$ cat config.mk
export PLATFORM = sky130hd
export DESIGN_NAME = cht_mod
export DESIGN_NICKNAME = d
export VERILOG_FILES = /design/src/design/cht_pkg.sv /design/src/design/cht_mod.sv
export SDC_FILE = /design/constraint.sdc
export NUM_CORES = 1
export LEC_CHECK = 0
export BUFFER_PORTS_ARGS = -buffer_cell sky130_fd_sc_hd__buf_2
export CAP_MARGIN = 20
export CORE_MARGIN = 2
export CORE_UTILIZATION = 30
export CTS_CLUSTER_DIAMETER = 40
export DETAILED_ROUTE_END_ITERATION = 6
export PLACE_DENSITY = 0.45
export SYNTH_ARGS = -nofsm -noshare
export SYNTH_HDL_FRONTEND = slang
export SYNTH_SLANG_ARGS = --single-unit
$ cat constraint.sdc
create_clock -name clk -period 2.7 [get_ports clk]
set_input_delay 0.27 -clock clk [delete_from_list [all_inputs] [get_ports clk]]
set_output_delay 0.27 -clock clk [all_outputs]
set_load 0.005 [all_outputs]
$ cat src/design/cht_pkg.sv
`default_nettype none
// ----------------------------------------------------------------------------
// cht_pkg
// Shared constants, codes and handshake structs of the chained hash table.
// ----------------------------------------------------------------------------
package cht_pkg;

	localparam int NUM_BUCKETS = 1024;
	localparam int CHAIN_DEPTH = 16;

	localparam int KEY_W = 31;
	localparam int PAY_W = 32;
	localparam int CFG_W = 11;
	localparam int STATUS_W = 2;
	localparam int PROBE_W = 5;
	localparam int OCC_W = 11;

	localparam int BKT_W = (NUM_BUCKETS > 1) ? $clog2(NUM_BUCKETS) : 1;
	localparam int DEPTH_W = (CHAIN_DEPTH > 1) ? $clog2(CHAIN_DEPTH) : 1;
	localparam int LEN_W = $clog2(CHAIN_DEPTH + 1);
	localparam int SLOT_W = BKT_W + DEPTH_W;
	localparam int SLOTS = NUM_BUCKETS * (2 ** DEPTH_W);
	localparam int STEP_W = $clog2(KEY_W);

	localparam logic [CFG_W-1:0] CFG_RESET = CFG_W'(1024);

	localparam logic CMD_INSERT = 1'b0;
	localparam logic CMD_LOOKUP = 1'b1;

	localparam logic [STATUS_W-1:0] ST_OK = 2'd0;
	localparam logic [STATUS_W-1:0] ST_MISS = 2'd1;
	localparam logic [STATUS_W-1:0] ST_FULL = 2'd2;

	typedef struct packed {
		logic start;
		logic [KEY_W-1:0] dividend;
		logic [CFG_W-1:0] divisor;
	} mod_req_t;

	typedef struct packed {
		logic done;
		logic [CFG_W-1:0] remainder;
	} mod_rsp_t;

endpackage
`default_nettype wire

$ cat src/design/cht_mod.sv
`default_nettype none
// ----------------------------------------------------------------------------
// cht_mod
// Bit-serial restoring remainder unit: key modulo bucket count, one bit a cycle.
// ----------------------------------------------------------------------------
module cht_mod (
	input  wire logic              clk,
	input  wire logic              arst_n,
	input  wire cht_pkg::mod_req_t req,
	output cht_pkg::mod_rsp_t      rsp
);

	logic                          busy_q;
	logic                          done_q;
	logic [cht_pkg::STEP_W-1:0]    step_q;
	logic [cht_pkg::KEY_W-1:0]     num_q;
	logic [cht_pkg::CFG_W-1:0]     div_q;
	logic [cht_pkg::CFG_W-1:0]     rem_q;
	logic [cht_pkg::CFG_W:0]       trial;
	logic [cht_pkg::CFG_W:0]       diff;

	assign trial = {rem_q, num_q[cht_pkg::KEY_W-1]};
	assign diff = trial - {1'b0, div_q};

	always_ff @(posedge clk or negedge arst_n) begin
		if (!arst_n) begin
			busy_q <= 1'b0;
			done_q <= 1'b0;
			step_q <= '0;
		end else begin
			done_q <= 1'b0;
			if (req.start) begin
				busy_q <= 1'b1;
				step_q <= '0;
			end else if (busy_q) begin
				step_q <= step_q + 1'b1;
				if (step_q == cht_pkg::STEP_W'(cht_pkg::KEY_W - 1)) begin
					busy_q <= 1'b0;
					done_q <= 1'b1;
				end
			end
		end
	end

	always_ff @(posedge clk) begin
		if (req.start) begin
			num_q <= req.dividend;
			div_q <= req.divisor;
			rem_q <= '0;
		end else if (busy_q) begin
			num_q <= {num_q[cht_pkg::KEY_W-2:0], 1'b0};
			if (!diff[cht_pkg::CFG_W]) begin
				rem_q <= diff[cht_pkg::CFG_W-1:0];
			end else begin
				rem_q <= trial[cht_pkg::CFG_W-1:0];
			end
		end
	end

	assign rsp.done = done_q;
	assign rsp.remainder = rem_q;

endmodule
`default_nettype wire

==> flow_summary.yaml <==
global_routing:
  groute.usage.overall_pct: 12.2
  antenna_found_initial: 0
  first_global_vias: 2118
  grt_start_max_net_pins: 32
  wire_length_of_the_first_global_routing_pass_um: 10500
  globalRouteOverflowTotal: 0
synthesis:
  yosysWarnings: 0
  syn-instance-count: 238
  synth_enable_flop_cells: 42
  postSynth.topFlopCell: "edfxtp_1"
  synth.top_cell.area_share_pct: 41.5
  synth.most_common_cell: "edfxtp_1"
  synth_common_cells: "42 x edfxtp_1, 30 x mux2_2, 22 x nor2_1"
  synth.yosys.seq_area_share_pct: 54.5
  postSynth.asyncResetShare_pct: 11.7
  synth_area_per_cell_um2: 12.8
  seq_cells_post_synth: 60
  cell_types_occupying_the_most_area_after_synthesis: "edfxtp_1 41%, mux2_2 11%, dfxtp_1 7.2%, dfrtp_1 5.8%, ha_1 5.3%"
  post_synth_instance_area_um2: 3040
  synth_area_leader_cell: "edfxtp_1"
  postSynthNetCount: 297
  synth.distinct_cells: 48
setup_path:
  setup.worst_path.start_class: "register"
  criticalPathCategory: "register to register"
  cp.required_ns: 2.95
  critical_path.max_fanout: 6
  critical_path.endpoint_type: "register"
  critical_path_arrival_ns: 2.76
timing:
  setup_tns_ns: 0
  final_period_minus_worst_setup_slack_ns: 2.51
  max_slew.worst_pin.slew_ns: 0.406
  unrepaired_setup_endpoints_after_global_routing: "no"
  final_min_period_over_clock_period_pct: 92.9
  timing.max_slew.rel_slack_pct: 72.9
  clock_skew_ns: 0.00870
  final_setup_violation_count: 0
  timing_hold_violations_final: 0
  fmax_mhz: 399
  drv_slew: 0
cts:
  cts.clk_slew.worst_paths_ns: 0.07
  cts_tree: "built"
  number_of_buffers_created_by_cts: 9
  cts_root_buf: "clkbuf_8"
  insertion_delay_ns: 0.34
  cts.path.max_buffers: 2
  cts.sinks: 60
  postCtsSetupRepairBufs: 0
  htree_levels: 3
floorplanning:
  floorplan.die_area_um2: 11000
  num_io_pins: 57
  die_x_um: 105
  die-height_um: 105
  start_util_pct: 31.0
  core_region_area_um2: 9820
  row_count: 36
finish:
  flow.area_growth_from_synthesis_pct: 25.5
  multi_input_combinational_cell_area_um2: 1290
  postLayoutCoreUtil_pct: 38.9
  fillCellCount: 999
  fin_nets: 370
  layout_cells_sized_above_1_pct: 40.8
  antenna-diode-count: 0
  regArea_um2: 1660
  fin_area_um2: 3820
routing:
  route.detailed.vias_per_inst: 4.60
  drt-wirelength-per-cell_um: 13.8
  totalWireLength_um: 6180
  detailed_routing_iteration_count_for_the_pre_antenna_repair_pass: 4
  num_vias: 2067
  route.antenna.remaining_nets: 0
  drt-initial-drc-count: 73
  drc_errors: 0
min_path:
  hold_class: "input pin to register"
power:
  power_leakage_nw: 1.64
  power_density_nw_per_um2: 888
  ir_worst_vdd_uv: 243
placement:
  placement.cell_area_um2: 3550
  place.gp.congestion: 0.797
  post-dp-hpwl_um: 4390
  port_buffers: 56
status:
  run_status: "completed"
flow_run:
  max_cap_violations: 0
sequential cells by signal (all words and copies together), names as in the netlist:
signal,flops
done_q,1
div_q,11
busy_q,1
num_q,31
step_q,5
rem_q,11
final cells by class:
type,count,area share [%]
clock buffers,9,3.24
clock inverters,7,2.98
inverters,17,1.67
multi-input cells,151,33.8
flip-flops and latches,60,43.4
well taps,133,4.36
repair buffers,72,10.6
cells by family (layout without fill, tap and decap cells):
group	Yosys count	after routing	share of synthesized area, %
simple gates	50	50	8.72
xor+xnor	9	9	2.59
buf+inv	27	105	3.70
fa+ha+maj	14	14	6.01
mux	38	38	13.8
flops	60	60	54.5
compound gates	40	40	10.7
power by group:
group	switching, mW	internal [mW]	leakage (nW)
combinational	0.568	0.623	0.902
clock	0.372	0.610	0.115
sequential	0.0907	1.13	0.619
timing repair:
action,4_1_cts,5_1_grt
hold endpoints to repair,7,0
resized for setup,0,6
hold buffers,1,0
endpoints found under the setup margin,0,11
path summary, 6_finish.rpt:
kind	startpoint	end	slack [ns]	depth (start not counted)
max	div_q[1]	rem_q[7]	0.19	10
min	req[7]	div_q[7]	0.11	1
min reg2reg	rem_q[10]	rem_q[10]	0.51	2
max in group asynchronous	arst_n	done_q	2.24	2
min in group asynchronous	arst_n	step_q[2]	0.30	2
max reg2reg	div_q[1]	rem_q[7]	0.19	10
cells in the final DEF (no fill, tap or decap), drive strengths merged, types with 7 or more instances in the layout:
| cell type | synthesis | final |
|---|---|---|
| dfxtp | 11 | 11 |
| dfrtp | 7 | 7 |
| a211oi | 8 | 8 |
| ha | 13 | 13 |
| clkbuf | 6 | 9 |
| inv | 17 | 18 |
| edfxtp | 42 | 42 |
| buf | 4 | 71 |
| mux2i | 7 | 7 |
| mux2 | 31 | 31 |
| nor2 | 22 | 22 |
through the flow:
| step | power, mW | hold slack, ns | worst slack, ns | cells |
|---|---|---|---|---|
| after global routing | 3.63 | 0.0747 | 0.0155 | 449 |
| after detailed placement | 2.41 | 0.120 | 0.104 | 432 |
| final | 3.39 | 0.109 | 0.191 | 449 |
| after global placement | 2.41 | 0.119 | 0.162 | 432 |
| after CTS | 3.43 | 0.0800 | 0.0703 | 449 |
| after floorplan | 2.03 | -0.0256 | 0.308 | 238 |
critical path, cell delays in order (launching register included):
cell and delay [ns]:
edfxtp_1 0.38, inv_2 0.08, ha_1 0.22, nor2b_1 0.16
o31ai_4 0.30, o211ai_2 0.17, and4_4 0.24, or3_4 0.38
buf_4 0.18, mux2i_1 0.12, a211oi_1 0.21
routing by layer:
metal / global-route usage (%) / part of all wire, %
met1: 15.6 / 48
met2: 18.3 / 45
met3: 5.99 / 6.8
met4: 3.71 / 0.57
met5: 0 / 0
Note: power is estimated with default switching activity, not from simulation.
