File: config.mk
export PLATFORM = sky130hd
export DESIGN_NAME = cht_ram
export DESIGN_NICKNAME = d
export VERILOG_FILES = /design/src/design/cht_ram.sv
export SDC_FILE = /design/constraint.sdc
export NUM_CORES = 1
export LEC_CHECK = 0
export BUFFER_PORTS_ARGS = -buffer_cell sky130_fd_sc_hd__buf_2
export CAP_MARGIN = 20
export CELL_PAD_IN_SITES_DETAIL_PLACEMENT = 2
export CELL_PAD_IN_SITES_GLOBAL_PLACEMENT = 2
export CORE_MARGIN = 2
export CORE_UTILIZATION = 40
export DETAILED_ROUTE_END_ITERATION = 7
export HOLD_SLACK_MARGIN = 0.08
export PLACE_DENSITY_LB_ADDON = 0.3
export SLEW_MARGIN = 25
export SYNTH_ARGS = -nofsm -noshare
export SYNTH_HDL_FRONTEND = slang
export SYNTH_SLANG_ARGS = --single-unit
File: constraint.sdc
create_clock -name clk -period 2.7 [get_ports clk]
set_input_delay 0.54 -clock clk [delete_from_list [all_inputs] [get_ports clk]]
set_output_delay 0.54 -clock clk [all_outputs]
set_load 0.05 [all_outputs]
File: src/design/cht_ram.sv
`default_nettype none
// ----------------------------------------------------------------------------
// cht_ram
// Generic single write port, single read port RAM with registered read data.
// ----------------------------------------------------------------------------
module cht_ram #(
	parameter int WIDTH = 8,
	parameter int DEPTH = 16,
	localparam int AW = (DEPTH > 1) ? $clog2(DEPTH) : 1
) (
	input  wire logic             clk,
	input  wire logic             we,
	input  wire logic [AW-1:0]    waddr,
	input  wire logic [WIDTH-1:0] wdata,
	input  wire logic [AW-1:0]    raddr,
	output logic      [WIDTH-1:0] rdata
);

	logic [WIDTH-1:0] mem [DEPTH];

	always_ff @(posedge clk) begin
		if (we) begin
			mem[waddr] <= wdata;
		end
		rdata <= mem[raddr];
	end

endmodule
`default_nettype wire

==> impl_metrics.py, run 1 <==
metrics = {
    "detailed_routing": {
        "first_pass_iters": 4,
        "dr_total_vias": 2489,
        "detail-route-antenna-nets": 0,
        "drt_wl_total_um": 12710,
        "drcViolationCount": 0,
        "drt_iter0_markers": 202,
        "vias_per_cell": 5.307,
        "avgRoutedWirePerCell_um": 27.09,
    },
    "critical_path": {
        "worstSetupEndpointType": "flop",
        "worstRegToRegCells": 3,
        "crit_family": "multiplexers",
        "cp.required_ns": 2.99,
        "cp_data_arrival_time_ns": 2.07,
        "crit_path_cell_trace": "buf_2, buf_12, mux4_1, a22oi_1, nand2_1",
        "cp_max_fo": 18,
        "r2r_start": "mem[0][7]",
        "path_class": "in2reg",
        "crit_slowest_cell": "mux4_1",
        "slowest_delay_ns": 0.60,
        "reg2reg_slack_ns": 1.23,
        "start_kind": "input pin",
        "path_buf_inv": 2,
        "r2r-end": "rdata[7]",
    },
    "sta": {
        "period_share_pct": 66.06,
        "hold_violations": 0,
        "finalCriticalPeriod_ns": 1.784,
        "finalSetupTns_ns": 0,
        "slew_violations": 0,
        "finClkSkew_ns": 0.006456,
        "fmax_mhz": 560.7,
        "finalSetupViolations": 0,
        "whs_ns": 0.5138,
        "maxSlewHeadroom_pct": 45.70,
        "tightest_slew_ns": 0.8128,
        "finalWorstSetupSlack_ns": 0.9164,
        "rsz0062_at_grt": "no",
    },
    "placement": {
        "place_ws_ns": 0.4577,
        "io_buffers": 25,
        "dpl.hpwl_um": 8274,
        "gp_congestion": 0.7018,
        "post-place-cells": 437,
    },
    "global_routing": {
        "grt_util_all_layers_pct": 19.88,
        "grt_max_degree": 19,
        "grt_pass1_vias": 2781,
        "grt_first_pass_wirelength_um": 18880,
        "globalRoute.totalOverflow": 0,
        "antenna_found_initial": 1,
    },
    "clock_tree": {
        "cts_tree": "yes",
        "htree_levels": 4,
        "clk_pin_slew_ns": 0.06,
        "cts_sinks": 136,
        "clk_latency_ns": 0.42,
        "numCtsBuffers": 17,
        "ctsHoldBuffers": 0,
        "clock_path_buffers": 2,
        "cts_root_buf": "clkbuf_16",
        "cts_setup_buffers": 0,
        "cts_resized": 0,
    },
    "hold_path": {
        "holdCritStartpoint": "wdata[0]",
        "holdPathEnd": "mem[13][0]",
        "hp-class": "in2reg",
        "holdPathStages": 1,
    },
    "synth": {
        "synth-seq-area-share_pct": 77.78,
        "synth_nets": 247,
        "ys_ff_latch": 136,
        "synth_warnings": 0,
        "syn_inst": 229,
        "synth_area_mm2": 0.005147,
        "synthDistinctLibCells": 19,
        "avgSynthCellArea_um2": 22.48,
    },
    "flow_run": {
        "drv_cap": 0,
    },
    "final_layout": {
        "area_growth_pct": 19.15,
        "fillers": 1110,
        "fin_nets": 302,
        "antennaDiodeCount": 0,
        "layout_commonest_cell": "edfxtp_1",
        "seqCellArea_mm2": 0.004004,
        "mostFrequentLayoutCells": "edfxtp_1, buf_2, buf_4",
        "drive_above_1_share_pct": 31.65,
        "fin_cells": 469,
        "multi_input_area_mm2": 0.001057,
    },
    "floorplanning": {
        "io_pins": 26,
        "core_mm2": 0.01257,
        "die_area_mm2": 0.01379,
        "chipHeight_um": 117.4,
        "rows": 41,
        "start_util_pct": 40.96,
        "die_x_um": 117.4,
    },
    "pwr": {
        "p_leak_nw": 2.085,
        "p_per_area_mw_per_mm2": 787.3,
        "max-vdd-ir-drop_uv": 517.4,
    },
    "run_status": {
        "status": "finished clean",
    },
}
[how the worst max path moves through the flow]
stage | from | end | slack (ns) | depth (start not counted)
after detailed placement | raddr[0] | rdata[3] | 0.46 | 5
after global placement | raddr[0] | rdata[5] | 0.47 | 5
after CTS | raddr[0] | rdata[3] | 0.90 | 5
after floorplan | waddr[2] | mem[0][0] | 0.67 | 2
after global routing | raddr[0] | rdata[3] | 0.82 | 5
final | raddr[0] | rdata[3] | 0.92 | 5
[report_power, final]
part	switching, mW	internal [mW]	leakage [nW]
clock	0.821	1.35	0.276
combinational	0.179	0.0950	0.586
sequential	0.0176	2.36	1.22
total	1.02	3.81	2.09
[worst register-to-register path, stage by stage (launching register included)]
cell      delay [ns]
edfxtp_1        0.41
mux4_2          0.47
a22oi_1         0.36
nand2_1         0.10
[cell type report]
class | count | share of cell area (%)
flip-flops and latches | 136 | 65.28
clock buffers | 24 | 8.017
clock inverters | 8 | 1.142
repair buffers | 46 | 4.814
well taps | 172 | 3.509
multi-input cells | 83 | 17.24
[synth_stat cells]
cell type	count	share of area (%)
clkdlybuf4s25_2	3	0.58
and2b_1	1	0.15
buf_4	1	0.15
nand2b_1	2	0.24
nand3_1	1	0.097
nand3b_1	2	0.29
and2_1	1	0.12
buf_6	3	0.66
or3b_2	1	0.17
edfxtp_1	128	75
nor2b_1	1	0.12
mux4_1	14	7.1
a22oi_1	16	2.3
nor2_1	13	0.95
mux4_2	18	7.9
buf_2	3	0.29
dfxtp_1	8	3.1
nor3_1	4	0.39
nand2_1	9	0.66
[state kept, by name (all words and copies together), names as in the netlist]
name,flops
mem,128
rdata,8
[layer usage]
metal | wire length (um) | up-vias | global-route usage [%] | share of wire, %
li1 | - | 1086 | - | -
met1 | 5664 | 1322 | 27.20 | 45
met2 | 6200 | 63 | 31.29 | 49
met3 | 628 | 16 | 4.475 | 4.9
met4 | 199 | 2 | 7.681 | 1.6
met5 | 13 | - | 0 | 0.10
[cells by family after synthesis]
logic type / count (synthesis) / share of synthesized area (%)
AOI/OAI and AO/OA: 16 / 2.334
buffers and inverters: 10 / 1.677
and+or+nand+nor: 35 / 3.184
DFF: 136 / 77.78
muxes: 32 / 15.02
[per-stage QoR]
| stage | instance area [um2] | utilization, % | power [mW] |
|---|---|---|---|
| floorplan | 5147 | - | 2.584 |
| global route | 6133 | 48.80 | 4.969 |
| detailed placement | 5572 | 44.33 | 2.702 |
| global placement | 5572 | 44.33 | 2.686 |
| CTS | 6133 | 48.80 | 4.876 |
| finish | 6133 | 48.80 | 4.829 |
Note: power is estimated with default switching activity, not from simulation.
==> run 2: changes to the inputs <==
ABC_AREA = 1   (was default)
CORE_UTILIZATION = 36   (was 40)
clock period = 1.5 ns   (was 2.7 ns; I/O delays follow)
==> impl_metrics.py, run 2 <==
metrics = {
    "final_layout": {
        "drive_above_1_share_pct": 13.66,
        "regMostFlops": "mem",
        "fin_nets": 621,
        "largest_reg_flops": 128,
        "multi_input_area_mm2": 0.001214,
        "antennaDiodeCount": 0,
        "seqCellArea_mm2": 0.004004,
        "mostFrequentLayoutCells": "nand2_1, edfxtp_1, inv_1",
        "fillers": 1702,
        "layout_commonest_cell": "nand2_1",
        "reg.largest.list": "mem (128), rdata (8)",
        "final_area_mm2": 0.006817,
        "area_growth_pct": 18.20,
    },
    "synth": {
        "syn_inst": 551,
        "ys_ff_latch": 136,
        "synth_most_common_cell": "nand2_1",
        "yosys.area.top_type": "edfxtp_1",
        "synthDistinctLibCells": 12,
        "avgSynthCellArea_um2": 10.47,
        "ys_async_sr_fraction_pct": 0,
        "synthTopCellsByCount": "nand2_1, edfxtp_1, inv_1",
        "synth.top_cells.by_area": "edfxtp_1, nand2_1, nand3_1",
        "synth_top_area_share_pct": 66.65,
        "synth_warnings": 0,
        "synth_nets": 569,
        "synth_edf_count": 128,
        "synth-seq-area-share_pct": 69.43,
        "synthFlopType": "edfxtp_1",
        "synth_area_mm2": 0.005767,
    },
    "placement": {
        "post_dp_cell_area_mm2": 0.006274,
        "io_buffers": 25,
        "gp_congestion": 0.8001,
        "place_ws_ns": 0.03920,
        "dpl.hpwl_um": 11140,
    },
    "pwr": {
        "p_switching_mw": 2.030,
        "p_leak_nw": 2.957,
        "p_int_mw": 6.815,
        "swShare_pct": 22.95,
        "pwr-share-seq_pct": 48.3,
        "comb_power_share_pct": 7.4,
        "clkPwrFrac_pct": 44.3,
        "max-vdd-ir-drop_uv": 748.6,
        "p_per_area_mw_per_mm2": 1298,
    },
    "clock_tree": {
        "cts_tree": "yes",
        "clock_path_buffers": 2,
        "htree_levels": 4,
        "ctsHoldBuffers": 0,
        "numCtsBuffers": 17,
        "clk_latency_ns": 0.43,
        "cts_sinks": 136,
        "cts_setup_buffers": 0,
        "cts_root_buf": "clkbuf_16",
        "clk_pin_slew_ns": 0.06,
        "cts_resized": 0,
    },
    "sta": {
        "finalCriticalPeriod_ns": 1.325,
        "finalSetupViolations": 0,
        "finClkSkew_ns": 0.006014,
        "finalWorstSetupSlack_ns": 0.1748,
        "finalSetupTns_ns": 0,
        "maxSlewHeadroom_pct": 74.83,
        "fmax_mhz": 754.6,
        "rsz0062_at_grt": "no",
        "tightest_slew_ns": 0.3771,
        "period_share_pct": 88.34,
        "hold_violations": 0,
        "slew_violations": 0,
    },
    "global_routing": {
        "antenna_found_initial": 0,
        "grt_max_degree": 34,
        "grt_first_pass_wirelength_um": 26520,
        "globalRoute.totalOverflow": 0,
        "grt_util_all_layers_pct": 21.72,
        "grt_pass1_vias": 4594,
    },
    "critical_path": {
        "crit_start": "rdata[5]",
        "path_class": "reg2out",
        "r2r_start": "mem[9][2]",
        "path_buf_inv": 1,
        "cp_max_fo": 1,
        "start_kind": "flop",
        "slowest_delay_ns": 0.33,
        "worstRegToRegCells": 6,
        "crit_family": "flip-flops",
        "crit_path_end": "rdata[5]",
        "worstSetupEndpointType": "primary output",
        "cp.required_ns": 1.20,
        "path_depth": 1,
        "crit_path_cell_trace": "buf_2",
        "cp_data_arrival_time_ns": 1.03,
        "r2r-end": "rdata[2]",
        "crit_slowest_cell": "dfxtp_1",
        "reg2reg_slack_ns": 0.43,
    },
    "detailed_routing": {
        "dr_total_vias": 4014,
        "drt_iter0_markers": 195,
        "avgRoutedWirePerCell_um": 20.10,
        "drt_wl_total_um": 16700,
        "vias_per_cell": 4.830,
        "first_pass_iters": 4,
        "drcViolationCount": 0,
        "detail-route-antenna-nets": 0,
    },
    "floorplanning": {
        "rows": 46,
        "io_pins": 26,
        "chipHeight_um": 130.6,
        "start_util_pct": 36.57,
        "die_x_um": 130.6,
        "die_area_mm2": 0.01705,
        "core_mm2": 0.01577,
    },
    "flow_run": {
        "drv_cap": 0,
    },
    "run_status": {
        "status": "finished clean",
    },
    "hold_path": {
        "hp-class": "in2reg",
    },
}
## run 2: metal layers
layer | routed length, um | track usage [%] | up-vias
met4 | 342 | 7.885 | 0
met3 | 356 | 3.787 | 22
li1 | - | - | 1878
met1 | 7465 | 27.51 | 2059
met5 | 0 | 0 | -
met2 | 8539 | 37.59 | 55
## run 2: worst min path at each step
stage | slack [ns] | cells past startpoint | end | startpoint
6_report | 0.28 | 1 | mem[11][4] | wdata[4]
3_3_place_gp | 0.64 | 6 | rdata[5] | mem[2][5]
4_1_cts | 0.28 | 1 | mem[9][4] | wdata[4]
3_5_place_dp | 0.69 | 6 | rdata[3] | mem[2][3]
5_1_grt | 0.29 | 1 | mem[11][4] | wdata[4]
2_1_floorplan | 0.40 | 0 | mem[0][0] | wdata[0]
## run 2: cell type report
type | instances | area share, %
sequential | 136 | 58.74
clock inverter | 12 | 1.615
tap | 216 | 3.965
inverter | 102 | 5.617
timing repair buffer | 57 | 5.910
multi-input combinational | 289 | 17.80
clock buffer | 19 | 6.351
## run 2: kinds of logic after synthesis
logic type / share of synthesized area, %
AND/OR/NAND/NOR: 21.05
flip-flops: 69.43
buffers and inverters: 9.525
## run 2: stage by stage
step	util, %	power, mW	std cells	hold slack (ns)
after CTS	43.22	8.921	831	0.2816
after global placement	39.78	4.978	800	0.6381
after detailed placement	39.78	5.012	800	0.6863
after floorplan	-	4.735	551	0.3989
after global routing	43.22	9.138	831	0.2905
final	43.22	8.846	831	0.2842
## run 2: power groups by stage
stage / combinational [mW] / sequential, mW / clock [mW]
finish: 0.655 / 4.27 / 3.92
global route: 0.725 / 4.28 / 4.13
CTS: 0.667 / 4.28 / 3.98
detailed placement: 0.658 / 4.35 / 0
global placement: 0.628 / 4.35 / 0
floorplan: 0.300 / 4.44 / 0
==> run 3: changes to the inputs <==
ABC_AREA = default   (was 1)
CORE_UTILIZATION = 40   (was 36)
==> impl_metrics.py, run 3 (synthesis results as in run 1) <==
metrics = {
    "critical_path": {
        "slowest_delay_ns": 0.51,
        "cp_data_arrival_time_ns": 1.73,
        "start_kind": "flop",
        "crit_path_cell_trace": "mux4_1, a22oi_1, nand2_1",
        "worstRegToRegCells": 3,
        "path_class": "reg2reg",
        "cp_max_fo": 1,
        "worstSetupEndpointType": "flop",
        "cp.required_ns": 1.80,
        "crit_slowest_cell": "mux4_1",
    },
    "floorplanning": {
        "start_util_pct": 40.96,
        "die_x_um": 117.4,
        "core_mm2": 0.01257,
        "rows": 41,
        "chipHeight_um": 117.4,
        "die_area_mm2": 0.01379,
        "io_pins": 26,
    },
    "final_layout": {
        "drive_above_1_share_pct": 34.73,
        "fin_nets": 316,
        "fillers": 1087,
        "antennaDiodeCount": 0,
        "multi_input_area_mm2": 0.001062,
        "reg.largest.list": "mem (128), rdata (8)",
        "layout_commonest_cell": "edfxtp_1",
        "area_growth_pct": 22.10,
        "regMostFlops": "mem",
        "mostFrequentLayoutCells": "edfxtp_1, buf_4, buf_2",
        "final_util_pct": 50.01,
        "largest_reg_flops": 128,
        "seqCellArea_mm2": 0.004004,
    },
    "clock_tree": {
        "ctsHoldBuffers": 0,
        "clock_path_buffers": 2,
        "cts_tree": "yes",
        "cts_setup_buffers": 0,
        "cts_root_buf": "clkbuf_16",
        "numCtsBuffers": 17,
        "cts_resized": 0,
        "cts_sinks": 136,
        "clk_pin_slew_ns": 0.06,
        "clk_latency_ns": 0.42,
        "htree_levels": 4,
    },
    "placement": {
        "dpl.hpwl_um": 8296,
        "gp_congestion": 0.6901,
        "io_buffers": 25,
    },
    "detailed_routing": {
        "dr_total_vias": 2541,
        "drcViolationCount": 0,
        "detail-route-antenna-nets": 0,
        "vias_per_cell": 5.261,
        "first_pass_iters": 4,
        "avgRoutedWirePerCell_um": 25.71,
        "drt_iter0_markers": 155,
        "drt_wl_total_um": 12420,
    },
    "sta": {
        "maxSlewHeadroom_pct": 48.98,
        "finClkSkew_ns": 0.01030,
        "slew_violations": 0,
        "rsz0062_at_grt": "no",
        "hold_violations": 0,
        "finalCriticalPeriod_ns": 1.434,
        "whs_ns": 0.2720,
        "tightest_slew_ns": 0.7625,
        "fmax_mhz": 697.3,
        "period_share_pct": 95.60,
        "finalSetupViolations": 0,
    },
    "global_routing": {
        "grt_first_pass_wirelength_um": 18820,
        "grt_pass1_vias": 2937,
        "antenna_found_initial": 0,
        "globalRoute.totalOverflow": 0,
        "grt_util_all_layers_pct": 19.56,
        "grt_max_degree": 22,
    },
    "pwr": {
        "p_per_area_mw_per_mm2": 1404,
        "max-vdd-ir-drop_uv": 736.0,
        "p_leak_nw": 2.172,
    },
    "flow_run": {
        "drv_cap": 0,
    },
    "hold_path": {
        "hp-class": "in2reg",
        "holdPathStages": 1,
    },
    "run_status": {
        "status": "finished clean",
    },
}
## run 3: power by group
group | internal [mW] | total, mW | switching [mW]
logic | 0.206 | 0.533 | 0.326
registers | 4.25 | 4.28 | 0.0330
clock network | 2.51 | 4.01 | 1.50
total | 6.96 | 8.83 | 1.86
## run 3: per-layer routing
| metal | vias to the layer above | track usage, % | part of all wire (%) |
|---|---|---|---|
| met2 | 53 | 31.47 | 51 |
| li1 | 1109 | - | - |
| met5 | - | 0 | 0 |
| met4 | 0 | 7.078 | 1.4 |
| met1 | 1369 | 25.35 | 44 |
| met3 | 10 | 5.837 | 3.4 |
## run 3: through the flow
| step | setup slack, ns | cell area [um2] | setup TNS [ns] | cells | power [mW] |
|---|---|---|---|---|---|
| finish | 0.06594 | 6285 | 0 | 483 | 8.827 |
| global route | 0.03773 | 6285 | 0 | 483 | 9.072 |
| CTS | 0.02688 | 6285 | 0 | 483 | 8.927 |
| detailed placement | -0.3424 | 5719 | -5.548 | 451 | 4.906 |
| global placement | -0.2715 | 5719 | -3.748 | 451 | 4.874 |
| floorplan | -0.06615 | 5152 | -1.983 | 229 | 4.651 |
## run 3: final timing paths
kind           endpoint  slack, ns       start
min reg2reg    rdata[0]       0.69   mem[7][0]
max reg2reg    rdata[1]       0.07  mem[10][1]
min          mem[14][2]       0.27    wdata[2]
max            rdata[1]       0.07  mem[10][1]
## run 3: area by class of cell
class                      count  share of cell area [%]
tap                          172                   3.424
timing repair buffer          60                   6.968
sequential                   136                   63.71
clock buffer                  22                   7.386
multi-input combinational     83                   16.90
clock inverter                10                   1.613
## run 3: critical path: cells and delay by family (launching register included)
| kind | cells | cell delay (ns) |
|---|---|---|
| AOI/OAI and AO/OA | 1 | 0.32 |
| DFF | 1 | 0.39 |
| and+or+nand+nor | 1 | 0.09 |
| muxes | 1 | 0.51 |
